--- src/rtl/pidtc_pkg.sv ---
// Shared types, widths and constants of the trapezoidal PID controller.
// Used by every module of the block; depends on nothing.
`timescale 1ns / 1ps
`default_nettype none

package pidtc_pkg;

   localparam int SAMPLE_W   = 12;
   localparam int GAIN_W     = 16;
   localparam int ERR_W      = 13;
   localparam int DIFF_W     = 14;
   localparam int SUM_W      = 32;
   localparam int PP_W       = GAIN_W + 1 + ERR_W;
   localparam int PI_W       = GAIN_W + 1 + SUM_W;
   localparam int PD_W       = GAIN_W + 1 + DIFF_W;
   localparam int NUM_W      = 56;
   localparam int DEN_SHIFT  = 13;
   localparam int X_W        = 20;
   localparam int RECIP_W    = 21;
   localparam int RECIP_SHIFT = 28;
   localparam int QPROD_W    = X_W + RECIP_W;
   localparam int Q_W        = QPROD_W - RECIP_SHIFT;

   localparam int REQ_DATA_W   = 24;
   localparam int RSP_DATA_W   = 16;
   localparam int CSR_INDEX_W  = 8;
   localparam int CSR_DATA_W   = 16;

   localparam logic [CSR_INDEX_W-1:0] CSR_PROPORTIONAL_GAIN = 8'd0;
   localparam logic [CSR_INDEX_W-1:0] CSR_INTEGRAL_GAIN     = 8'd1;
   localparam logic [CSR_INDEX_W-1:0] CSR_DERIVATIVE_GAIN   = 8'd2;
   localparam logic [CSR_INDEX_W-1:0] CSR_CONTROL_ENABLE    = 8'd3;

   localparam logic [SAMPLE_W-1:0] FULL_CODE = 12'hFFF;

   // The drive numerator is 660*Gp*e + 33*Gi*S + 2000*Gd*d over 2048*660.
   localparam logic signed [NUM_W-1:0] P_SCALE     = 56'sd660;
   localparam logic signed [NUM_W-1:0] I_SCALE     = 56'sd33;
   localparam logic signed [NUM_W-1:0] D_SCALE     = 56'sd2000;
   localparam logic signed [NUM_W-1:0] HALF_DEN    = 56'sd675840;
   localparam logic signed [NUM_W-1:0] CLAMP_LIMIT = 56'sd5535129600;

   // The denominator is 2^13 * 165; this is ceil(2^28 / 165).
   localparam logic [RECIP_W-1:0] RECIP_165 = 21'd1626882;

   localparam logic signed [SUM_W-1:0] SUM_MAX = 32'sh7FFF_FFFF;
   localparam logic signed [SUM_W-1:0] SUM_MIN = 32'sh8000_0000;

   typedef struct packed {
      logic [GAIN_W-1:0] proportional_gain;
      logic [GAIN_W-1:0] integral_gain;
      logic [GAIN_W-1:0] derivative_gain;
      logic              control_enable;
   } pidtc_cfg_type;

   typedef struct packed {
      logic                     enable;
      logic signed [ERR_W-1:0]  err;
      logic signed [SUM_W-1:0]  sum;
      logic signed [DIFF_W-1:0] diff;
   } pidtc_err_type;

   typedef struct packed {
      logic                    enable;
      logic signed [NUM_W-1:0] num;
   } pidtc_num_type;

   typedef struct packed {
      logic [SAMPLE_W-1:0] drive_code;
      logic                clamped_high;
      logic                clamped_low;
   } pidtc_out_type;

endpackage

`default_nettype wire

--- src/rtl/pidtc_error_stage.sv ---
// Input register, error state and saturating trapezoid integral update.
// Depends on pidtc_pkg for widths, limits and the stage structs.
`timescale 1ns / 1ps
`default_nettype none

module pidtc_error_stage (
   input  logic                             clock,
   input  logic                             reset,
   input  pidtc_pkg::pidtc_cfg_type         cfg,
   input  logic                             in_valid,
   output logic                             in_ready,
   input  logic [pidtc_pkg::SAMPLE_W-1:0]   plant_code,
   input  logic [pidtc_pkg::SAMPLE_W-1:0]   setpoint_code,
   output logic                             out_valid,
   input  logic                             out_ready,
   output pidtc_pkg::pidtc_err_type         out_data
);
   import pidtc_pkg::*;

   logic                     a_valid_ff;
   logic [SAMPLE_W-1:0]      plant_ff;
   logic [SAMPLE_W-1:0]      setpoint_ff;
   logic                     b_valid_ff;
   pidtc_err_type            b_ff;
   pidtc_err_type            b_in;
   logic signed [ERR_W-1:0]  last_error_ff;
   logic signed [SUM_W-1:0]  integral_ff;
   logic signed [SUM_W-1:0]  integral_in;
   logic signed [ERR_W-1:0]  err_in;
   logic signed [DIFF_W-1:0] pair_in;
   logic signed [DIFF_W-1:0] diff_in;
   logic [SUM_W:0]           sum_wide;
   logic                     b_ready;
   logic                     a_fire;

   assign b_ready  = !b_valid_ff || out_ready;
   assign a_fire   = a_valid_ff && b_ready;
   assign in_ready = !a_valid_ff || b_ready;

   always_comb begin
      err_in   = {1'b0, setpoint_ff} - {1'b0, plant_ff};
      pair_in  = {err_in[ERR_W-1], err_in} + {last_error_ff[ERR_W-1], last_error_ff};
      diff_in  = {err_in[ERR_W-1], err_in} - {last_error_ff[ERR_W-1], last_error_ff};
      sum_wide = {integral_ff[SUM_W-1], integral_ff}
               + {{(SUM_W - DIFF_W + 1){pair_in[DIFF_W-1]}}, pair_in};
      if (sum_wide[SUM_W] != sum_wide[SUM_W-1]) begin
         integral_in = sum_wide[SUM_W] ? SUM_MIN : SUM_MAX;
      end else begin
         integral_in = sum_wide[SUM_W-1:0];
      end
      b_in.enable = cfg.control_enable;
      b_in.err    = err_in;
      b_in.sum    = integral_in;
      b_in.diff   = diff_in;
   end

   always_ff @(posedge clock) begin
      if (reset) begin
         a_valid_ff    <= 1'b0;
         b_valid_ff    <= 1'b0;
         last_error_ff <= '0;
         integral_ff   <= '0;
      end else begin
         if (in_ready) begin
            a_valid_ff <= in_valid;
         end
         if (b_ready) begin
            b_valid_ff <= a_valid_ff;
         end
         if (a_fire && cfg.control_enable) begin
            last_error_ff <= err_in;
            integral_ff   <= integral_in;
         end
      end
   end

   always_ff @(posedge clock) begin
      if (in_ready && in_valid) begin
         plant_ff    <= plant_code;
         setpoint_ff <= setpoint_code;
      end
      if (a_fire) begin
         b_ff <= b_in;
      end
   end

   assign out_valid = b_valid_ff;
   assign out_data  = b_ff;

endmodule

`default_nettype wire

--- src/rtl/pidtc_product_stage.sv ---
// Gain products, constant scaling and the summed drive numerator, three stages.
// Depends on pidtc_pkg for widths, scale constants and the stage structs.
`timescale 1ns / 1ps
`default_nettype none

module pidtc_product_stage (
   input  logic                     clock,
   input  logic                     reset,
   input  pidtc_pkg::pidtc_cfg_type cfg,
   input  logic                     in_valid,
   output logic                     in_ready,
   input  pidtc_pkg::pidtc_err_type in_data,
   output logic                     out_valid,
   input  logic                     out_ready,
   output pidtc_pkg::pidtc_num_type out_data
);
   import pidtc_pkg::*;

   logic                    c_valid_ff;
   logic                    c_en_ff;
   logic signed [PP_W-1:0]  prod_p_ff;
   logic signed [PI_W-1:0]  prod_i_ff;
   logic signed [PD_W-1:0]  prod_d_ff;
   logic signed [PP_W-1:0]  prod_p_in;
   logic signed [PI_W-1:0]  prod_i_in;
   logic signed [PD_W-1:0]  prod_d_in;
   logic                    d_valid_ff;
   logic                    d_en_ff;
   logic signed [NUM_W-1:0] term_p_ff;
   logic signed [NUM_W-1:0] term_i_ff;
   logic signed [NUM_W-1:0] term_d_ff;
   logic signed [NUM_W-1:0] term_p_in;
   logic signed [NUM_W-1:0] term_i_in;
   logic signed [NUM_W-1:0] term_d_in;
   logic                    e_valid_ff;
   pidtc_num_type           e_ff;
   pidtc_num_type           e_in;
   logic                    c_ready;
   logic                    d_ready;
   logic                    e_ready;

   assign e_ready  = !e_valid_ff || out_ready;
   assign d_ready  = !d_valid_ff || e_ready;
   assign c_ready  = !c_valid_ff || d_ready;
   assign in_ready = c_ready;

   always_comb begin
      prod_p_in = $signed({1'b0, cfg.proportional_gain}) * in_data.err;
      prod_i_in = $signed({1'b0, cfg.integral_gain}) * in_data.sum;
      prod_d_in = $signed({1'b0, cfg.derivative_gain}) * in_data.diff;
      term_p_in = NUM_W'(prod_p_ff) * P_SCALE;
      term_i_in = NUM_W'(prod_i_ff) * I_SCALE;
      term_d_in = NUM_W'(prod_d_ff) * D_SCALE;
      e_in.enable = d_en_ff;
      e_in.num    = term_p_ff + term_i_ff + term_d_ff;
   end

   always_ff @(posedge clock) begin
      if (reset) begin
         c_valid_ff <= 1'b0;
         d_valid_ff <= 1'b0;
         e_valid_ff <= 1'b0;
      end else begin
         if (c_ready) begin
            c_valid_ff <= in_valid;
         end
         if (d_ready) begin
            d_valid_ff <= c_valid_ff;
         end
         if (e_ready) begin
            e_valid_ff <= d_valid_ff;
         end
      end
   end

   always_ff @(posedge clock) begin
      if (c_ready && in_valid) begin
         c_en_ff   <= in_data.enable;
         prod_p_ff <= prod_p_in;
         prod_i_ff <= prod_i_in;
         prod_d_ff <= prod_d_in;
      end
      if (d_ready && c_valid_ff) begin
         d_en_ff   <= c_en_ff;
         term_p_ff <= term_p_in;
         term_i_ff <= term_i_in;
         term_d_ff <= term_d_in;
      end
      if (e_ready && d_valid_ff) begin
         e_ff <= e_in;
      end
   end

   assign out_valid = e_valid_ff;
   assign out_data  = e_ff;

endmodule

`default_nettype wire

--- src/rtl/pidtc_quant_stage.sv ---
// Clamp decision, rounding and division by 2048*660, ending in the result register.
// Depends on pidtc_pkg for the clamp limit, the reciprocal and the stage structs.
`timescale 1ns / 1ps
`default_nettype none

module pidtc_quant_stage (
   input  logic                     clock,
   input  logic                     reset,
   input  logic                     in_valid,
   output logic                     in_ready,
   input  pidtc_pkg::pidtc_num_type in_data,
   output logic                     out_valid,
   input  logic                     out_ready,
   output pidtc_pkg::pidtc_out_type out_data
);
   import pidtc_pkg::*;

   logic                    f_valid_ff;
   logic                    f_en_ff;
   logic                    f_high_ff;
   logic                    f_low_ff;
   logic [X_W-1:0]          f_x_ff;
   logic signed [NUM_W-1:0] rounded;
   logic                    g_valid_ff;
   pidtc_out_type           g_ff;
   pidtc_out_type           g_in;
   logic [QPROD_W-1:0]      qprod;
   logic [Q_W-1:0]          quotient;
   logic                    f_ready;
   logic                    g_ready;

   assign g_ready  = !g_valid_ff || out_ready;
   assign f_ready  = !f_valid_ff || g_ready;
   assign in_ready = f_ready;
   assign rounded  = in_data.num + HALF_DEN;

   always_comb begin
      qprod    = QPROD_W'(f_x_ff) * QPROD_W'(RECIP_165);
      quotient = qprod[QPROD_W-1:RECIP_SHIFT];
      g_in.clamped_high = f_en_ff && f_high_ff;
      g_in.clamped_low  = f_en_ff && !f_high_ff && f_low_ff;
      if (!f_en_ff || f_low_ff) begin
         g_in.drive_code = '0;
      end else if (f_high_ff || quotient > Q_W'(FULL_CODE)) begin
         g_in.drive_code = FULL_CODE;
      end else begin
         g_in.drive_code = quotient[SAMPLE_W-1:0];
      end
   end

   always_ff @(posedge clock) begin
      if (reset) begin
         f_valid_ff <= 1'b0;
         g_valid_ff <= 1'b0;
      end else begin
         if (f_ready) begin
            f_valid_ff <= in_valid;
         end
         if (g_ready) begin
            g_valid_ff <= f_valid_ff;
         end
      end
   end

   always_ff @(posedge clock) begin
      if (f_ready && in_valid) begin
         f_en_ff   <= in_data.enable;
         f_high_ff <= in_data.num > CLAMP_LIMIT;
         f_low_ff  <= in_data.num[NUM_W-1];
         f_x_ff    <= rounded[DEN_SHIFT+X_W-1:DEN_SHIFT];
      end
      if (g_ready && f_valid_ff) begin
         g_ff <= g_in;
      end
   end

   assign out_valid = g_valid_ff;
   assign out_data  = g_ff;

endmodule

`default_nettype wire

--- src/rtl/pid_trapezoid_clamped.sv ---
// PID controller with trapezoidal integral and clamped 12-bit drive.
// Top level: register port, stream ports, and the three pipeline stage modules.
// Depends on pidtc_pkg, pidtc_error_stage, pidtc_product_stage, pidtc_quant_stage.
//
// The req channel takes one word per control tick holding a plant sample and a
// setpoint sample. The rsp channel returns one word per request: the drive code
// and the high and low clamp flags. The csr channel writes the three Q5.11 gains
// and the enable bit; csr_ready is always high and unknown indexes are ignored.
// Gains should be written only while no request is in flight.
//
// The datapath is a seven-register pipeline with a valid bit per stage, and a new
// request can be taken every cycle while rsp keeps taking words. Each stage moves
// forward whenever the stage after it is empty or moving, so a stalled receiver
// fills the pipeline before req_tready drops, and it rises again as soon as rsp
// takes a word.
// Reset clears the gains, the enable bit, the error and integral state and all
// stage valid bits; with control disabled the drive is zero and the state holds.
`timescale 1ns / 1ps
`default_nettype none

module pid_trapezoid_clamped (
   input  logic                               clock,
   input  logic                               reset,
   input  logic                               req_tvalid,
   output logic                               req_tready,
   // plant_code[11:0], setpoint_code[23:12]
   input  logic [pidtc_pkg::REQ_DATA_W-1:0]   req_tdata,
   output logic                               rsp_tvalid,
   input  logic                               rsp_tready,
   // drive_code[11:0], clamped_high[12], clamped_low[13], zero[15:14]
   output logic [pidtc_pkg::RSP_DATA_W-1:0]   rsp_tdata,
   input  logic                               csr_valid,
   output logic                               csr_ready,
   input  logic [pidtc_pkg::CSR_INDEX_W-1:0]  csr_index,
   input  logic [pidtc_pkg::CSR_DATA_W-1:0]   csr_data
);
   import pidtc_pkg::*;

   pidtc_cfg_type cfg_ff;
   logic          err_valid;
   logic          err_ready;
   pidtc_err_type err_data;
   logic          num_valid;
   logic          num_ready;
   pidtc_num_type num_data;
   pidtc_out_type out_data;

   assign csr_ready = 1'b1;

   always_ff @(posedge clock) begin
      if (reset) begin
         cfg_ff <= '0;
      end else if (csr_valid) begin
         case (csr_index)
            CSR_PROPORTIONAL_GAIN: cfg_ff.proportional_gain <= csr_data;
            CSR_INTEGRAL_GAIN:     cfg_ff.integral_gain     <= csr_data;
            CSR_DERIVATIVE_GAIN:   cfg_ff.derivative_gain   <= csr_data;
            CSR_CONTROL_ENABLE:    cfg_ff.control_enable    <= csr_data[0];
            default: ;
         endcase
      end
   end

   pidtc_error_stage u_error (
      .clock         (clock),
      .reset         (reset),
      .cfg           (cfg_ff),
      .in_valid      (req_tvalid),
      .in_ready      (req_tready),
      .plant_code    (req_tdata[SAMPLE_W-1:0]),
      .setpoint_code (req_tdata[2*SAMPLE_W-1:SAMPLE_W]),
      .out_valid     (err_valid),
      .out_ready     (err_ready),
      .out_data      (err_data)
   );

   pidtc_product_stage u_product (
      .clock     (clock),
      .reset     (reset),
      .cfg       (cfg_ff),
      .in_valid  (err_valid),
      .in_ready  (err_ready),
      .in_data   (err_data),
      .out_valid (num_valid),
      .out_ready (num_ready),
      .out_data  (num_data)
   );

   pidtc_quant_stage u_quant (
      .clock     (clock),
      .reset     (reset),
      .in_valid  (num_valid),
      .in_ready  (num_ready),
      .in_data   (num_data),
      .out_valid (rsp_tvalid),
      .out_ready (rsp_tready),
      .out_data  (out_data)
   );

   assign rsp_tdata = {2'b00, out_data.clamped_low, out_data.clamped_high,
                       out_data.drive_code};

endmodule

`default_nettype wire

--- config.mk ---
export PLATFORM = sky130hd
export DESIGN_NAME = pid_trapezoid_clamped
export DESIGN_NICKNAME = d
export VERILOG_FILES = /design/src/rtl/pidtc_pkg.sv /design/src/rtl/pidtc_error_stage.sv /design/src/rtl/pidtc_product_stage.sv /design/src/rtl/pidtc_quant_stage.sv /design/src/rtl/pid_trapezoid_clamped.sv
export SDC_FILE = /design/constraint.sdc
export NUM_CORES = 2
export LEC_CHECK = 0
export ABC_AREA = 1
export BUFFER_PORTS_ARGS = -buffer_cell sky130_fd_sc_hd__buf_2
export CELL_PAD_IN_SITES_DETAIL_PLACEMENT = 0
export CELL_PAD_IN_SITES_GLOBAL_PLACEMENT = 1
export CORE_MARGIN = 5
export CORE_UTILIZATION = 40
export CTS_CLUSTER_SIZE = 14
export DETAILED_ROUTE_END_ITERATION = 8
export PLACE_DENSITY_LB_ADDON = 0.1
export SYNTH_ARGS = -nofsm -noshare
export SYNTH_HDL_FRONTEND = slang
export SYNTH_SLANG_ARGS = --single-unit
--- constraint.sdc ---
create_clock -name clock -period 21.2 [get_ports clock]
set_input_delay 1.06 -clock clock [delete_from_list [all_inputs] [get_ports clock]]
set_output_delay 1.06 -clock clock [all_outputs]
set_load 0.03 [all_outputs]
==> reports/metrics.cfg <==
[run_status]
status = finished, final reports clean

[detailed_routing]
dr.pass1.iters = 5
drtIter0Drc = 3192
drc = 0
via_per_inst = 4.873
postRouteAntennaNets = 0
via_count = 57690
wl_um = 225400
wire_per_inst_um = 19.04

[place]
finalWeightedCongestion = 0.8796
numPortBuffers = 68
hpwl_um = 189300

[synthesis]
syn_area_mm2 = 0.07868
syn_area_per_cell_um2 = 8.520
syn_inst = 9235
synth-edff-count = 424
async_flop_share = 0
synth-seq-cells = 525
ys_types = 59
yosysSeqAreaShare = 0.1875
synth_top_area_share = 0.2934
ys_top_cells_by_area = fa_1 (29%), edfxtp_1 (16%), ha_1 (15%)
synth_area_leader_cell = fa_1
yosys-top-cells-count = inv_1 (2,231), nand2_1 (1,868), fa_1 (1,153)
synth_warnings = 0
yosysMostFrequentCell = inv_1
synthFlopType = edfxtp_1

[die]
fp.dieH_um = 453.5
core_region_area_mm2 = 0.1954
ios = 72
fp.dieW_um = 453.5
num_rows = 162
dieArea_mm2 = 0.2057
start_util = 0.4027

[sta]
min_period_over_period = 0.3255
hold_viol = 0
setup_tns_ns = 0
layout_min_cycle_time_ns = 6.901
finalSetupViolations = 0
rsz0062_at_grt = false
skew_ns = 0.03008
slew_violations = 0
fmax_ghz = 0.1449
relSlewSlack = 0.2805
tightest_slew_ns = 1.079

[clock_network]
path_clk_slew_ns = 0.06
root_buffer = clkbuf_16
numCtsBuffers = 66
clock_path_buffers = 3
clock-sinks = 525
insertion_delay_ns = 0.69
postCtsSetupBuffers = 0
postCtsHoldBufs = 0
cts_resized = 0
cts_tree = done
htree_levels = 3

[setup_path]
r2r_slack_ns = 14.30
path_class = reg -> reg
arrival_ns = 7.33
worstRegToRegCells = 19
worstReg2RegEnd = u_product.prod_i_ff[44]
worstReg2RegStart = cfg_ff[20]
start_kind = flop
cp-end-kind = flop
path_max_fanout = 18
crit_required_ns = 21.63

[final_layout]
multi_input_area_mm2 = 0.05454
drive_gt1_frac = 0.03061
regArea_mm2 = 0.01475
nFillCells = 19930
num-nets-final = 11300
area_delta_synth_final_pct = 6.463

[global_route]
grt.total_usage = 0.2234
grt_pass1_vias = 60610
grt_max_degree = 83
grt_pass1_wl_um = 356400
grt_overflow = 0
grt_antenna_before_repair = 5

[pwr]
finalPower_mw = 4.284
power.density_mw_per_mm2 = 51.14
vdd_drop_max_mv = 0.06466
p_leak_nw = 42.97

[worst_hold_path]
hold_class = reg -> reg
whs_path_depth = 0
hold_start = u_product.out_data[56]
worstHoldEndpoint = u_quant.f_en_ff

[job]
max_cap_violations = 0

[worst max-delay path: stages, from the launching register on]
cell and delay (ns):
dfxtp_1 0.72, buf_4 0.35, nand2_1 0.08, inv_1 0.13, fa_1 0.58, fa_1 0.95, inv_1 0.19, fa_1 0.56
fa_1 0.45, fa_1 0.52, fa_1 0.55, inv_1 0.04, ha_1 0.38, nand2_1 0.11, nor2_1 0.18, inv_1 0.10
nor4_1 0.38, nand4_1 0.18, nand4_1 0.14, nand2_1 0.07
[per-layer routing]
layer | share of wire | track usage | vias to the layer above
met5 | 0.000044 | 0 | -
met4 | 0.023 | 0.04966 | 2
met3 | 0.045 | 0.03004 | 197
met2 | 0.46 | 0.3607 | 1066
met1 | 0.48 | 0.3207 | 28250
li1 | - | - | 28180
[kinds of logic after synthesis]
family,after synthesis,share of synthesized area
adder cells (fa/ha/maj),2081,0.4409
buffers and inverters,2487,0.1199
flip-flops,525,0.1875
AO/OA/AOI/OAI,962,0.06916
XOR/XNOR,328,0.03651
AND/OR/NAND/NOR,2850,0.1459
other,2,0.00009545
[registers in the layout (all words and copies together) (netlist names), 12 cells and up]
signal	cells
u_product.prod_p_ff	30
u_product.out_data	57
u_product.prod_d_ff	31
cfg_ff	49
u_error.plant_ff	12
u_error.integral_ff	32
u_product.term_i_ff	56
u_quant.out_data	14
u_product.prod_i_ff	49
u_error.out_data	60
u_error.last_error_ff	13
u_product.term_p_ff	39
u_quant.f_x_ff	20
u_product.term_d_ff	39
u_error.setpoint_ff	12
[cells in the final DEF, fill, tap and decap left out, drive strengths merged, types with 27 or more instances in the layout]
| cell | Yosys | layout |
|---|---|---|
| buf | 21 | 106 |
| a21boi | 27 | 27 |
| a31oi | 43 | 43 |
| ha | 928 | 928 |
| a21oi | 412 | 412 |
| fa | 1153 | 1153 |
| nand2 | 1900 | 1900 |
| nand3 | 208 | 208 |
| nor3 | 55 | 55 |
| o21ai | 296 | 296 |
| edfxtp | 424 | 424 |
| o21a | 34 | 34 |
| dfxtp | 101 | 101 |
| o21bai | 45 | 45 |
| xnor2 | 97 | 97 |
| nand4 | 53 | 53 |
| a21o | 58 | 58 |
| nor2 | 558 | 558 |
| clkbuf | 228 | 85 |
| xor2 | 231 | 231 |
| inv | 2237 | 2244 |
[how the worst max path moves through the flow]
stage / from / slack, ns / endpoint
6_report: cfg_ff[20] / 14.30 / u_product.prod_i_ff[44]
3_5_place_dp: cfg_ff[20] / 14.26 / u_product.prod_i_ff[44]
2_1_floorplan: rsp_tready / 12.76 / u_product.d_en_ff
5_1_grt: cfg_ff[20] / 13.65 / u_product.prod_i_ff[44]
3_3_place_gp: cfg_ff[20] / 14.32 / u_product.prod_i_ff[44]
4_1_cts: cfg_ff[20] / 14.26 / u_product.prod_i_ff[44]
[power breakdown]
part	switching [mW]	internal, mW	leakage [nW]
Combinational	1.21	0.573	37.2
Clock	0.481	0.671	1.04
Sequential	0.113	1.23	4.75
Total	1.81	2.48	43.0
[stage by stage]
| stage | hold WS [ns] | cell area, µm² | utilization | instances | setup WS [ns] |
|---|---|---|---|---|---|
| after floorplan | 0.4003 | 78690 | - | 9236 | 12.76 |
| after global placement | 0.4043 | 81600 | 0.4176 | 11720 | 14.32 |
| after detailed placement | 0.4119 | 81600 | 0.4176 | 11720 | 14.26 |
| after CTS | 0.4240 | 83760 | 0.4287 | 11840 | 14.26 |
| after global routing | 0.4275 | 83770 | 0.4287 | 11840 | 13.65 |
| final | 0.4242 | 83770 | 0.4287 | 11840 | 14.30 |
[final cells by class]
| cell class | count | area share |
|---|---|---|
| multi-input cells | 6224 | 0.6510 |
| repair buffers | 106 | 0.007468 |
| diodes | 2 | 0.00005975 |
| clock inverters | 34 | 0.004615 |
| inverters | 2238 | 0.1003 |
| well taps | 2624 | 0.03919 |
| flip-flops and latches | 525 | 0.1761 |
| clock buffers | 85 | 0.02120 |
Power figures use the tool's default switching activity.
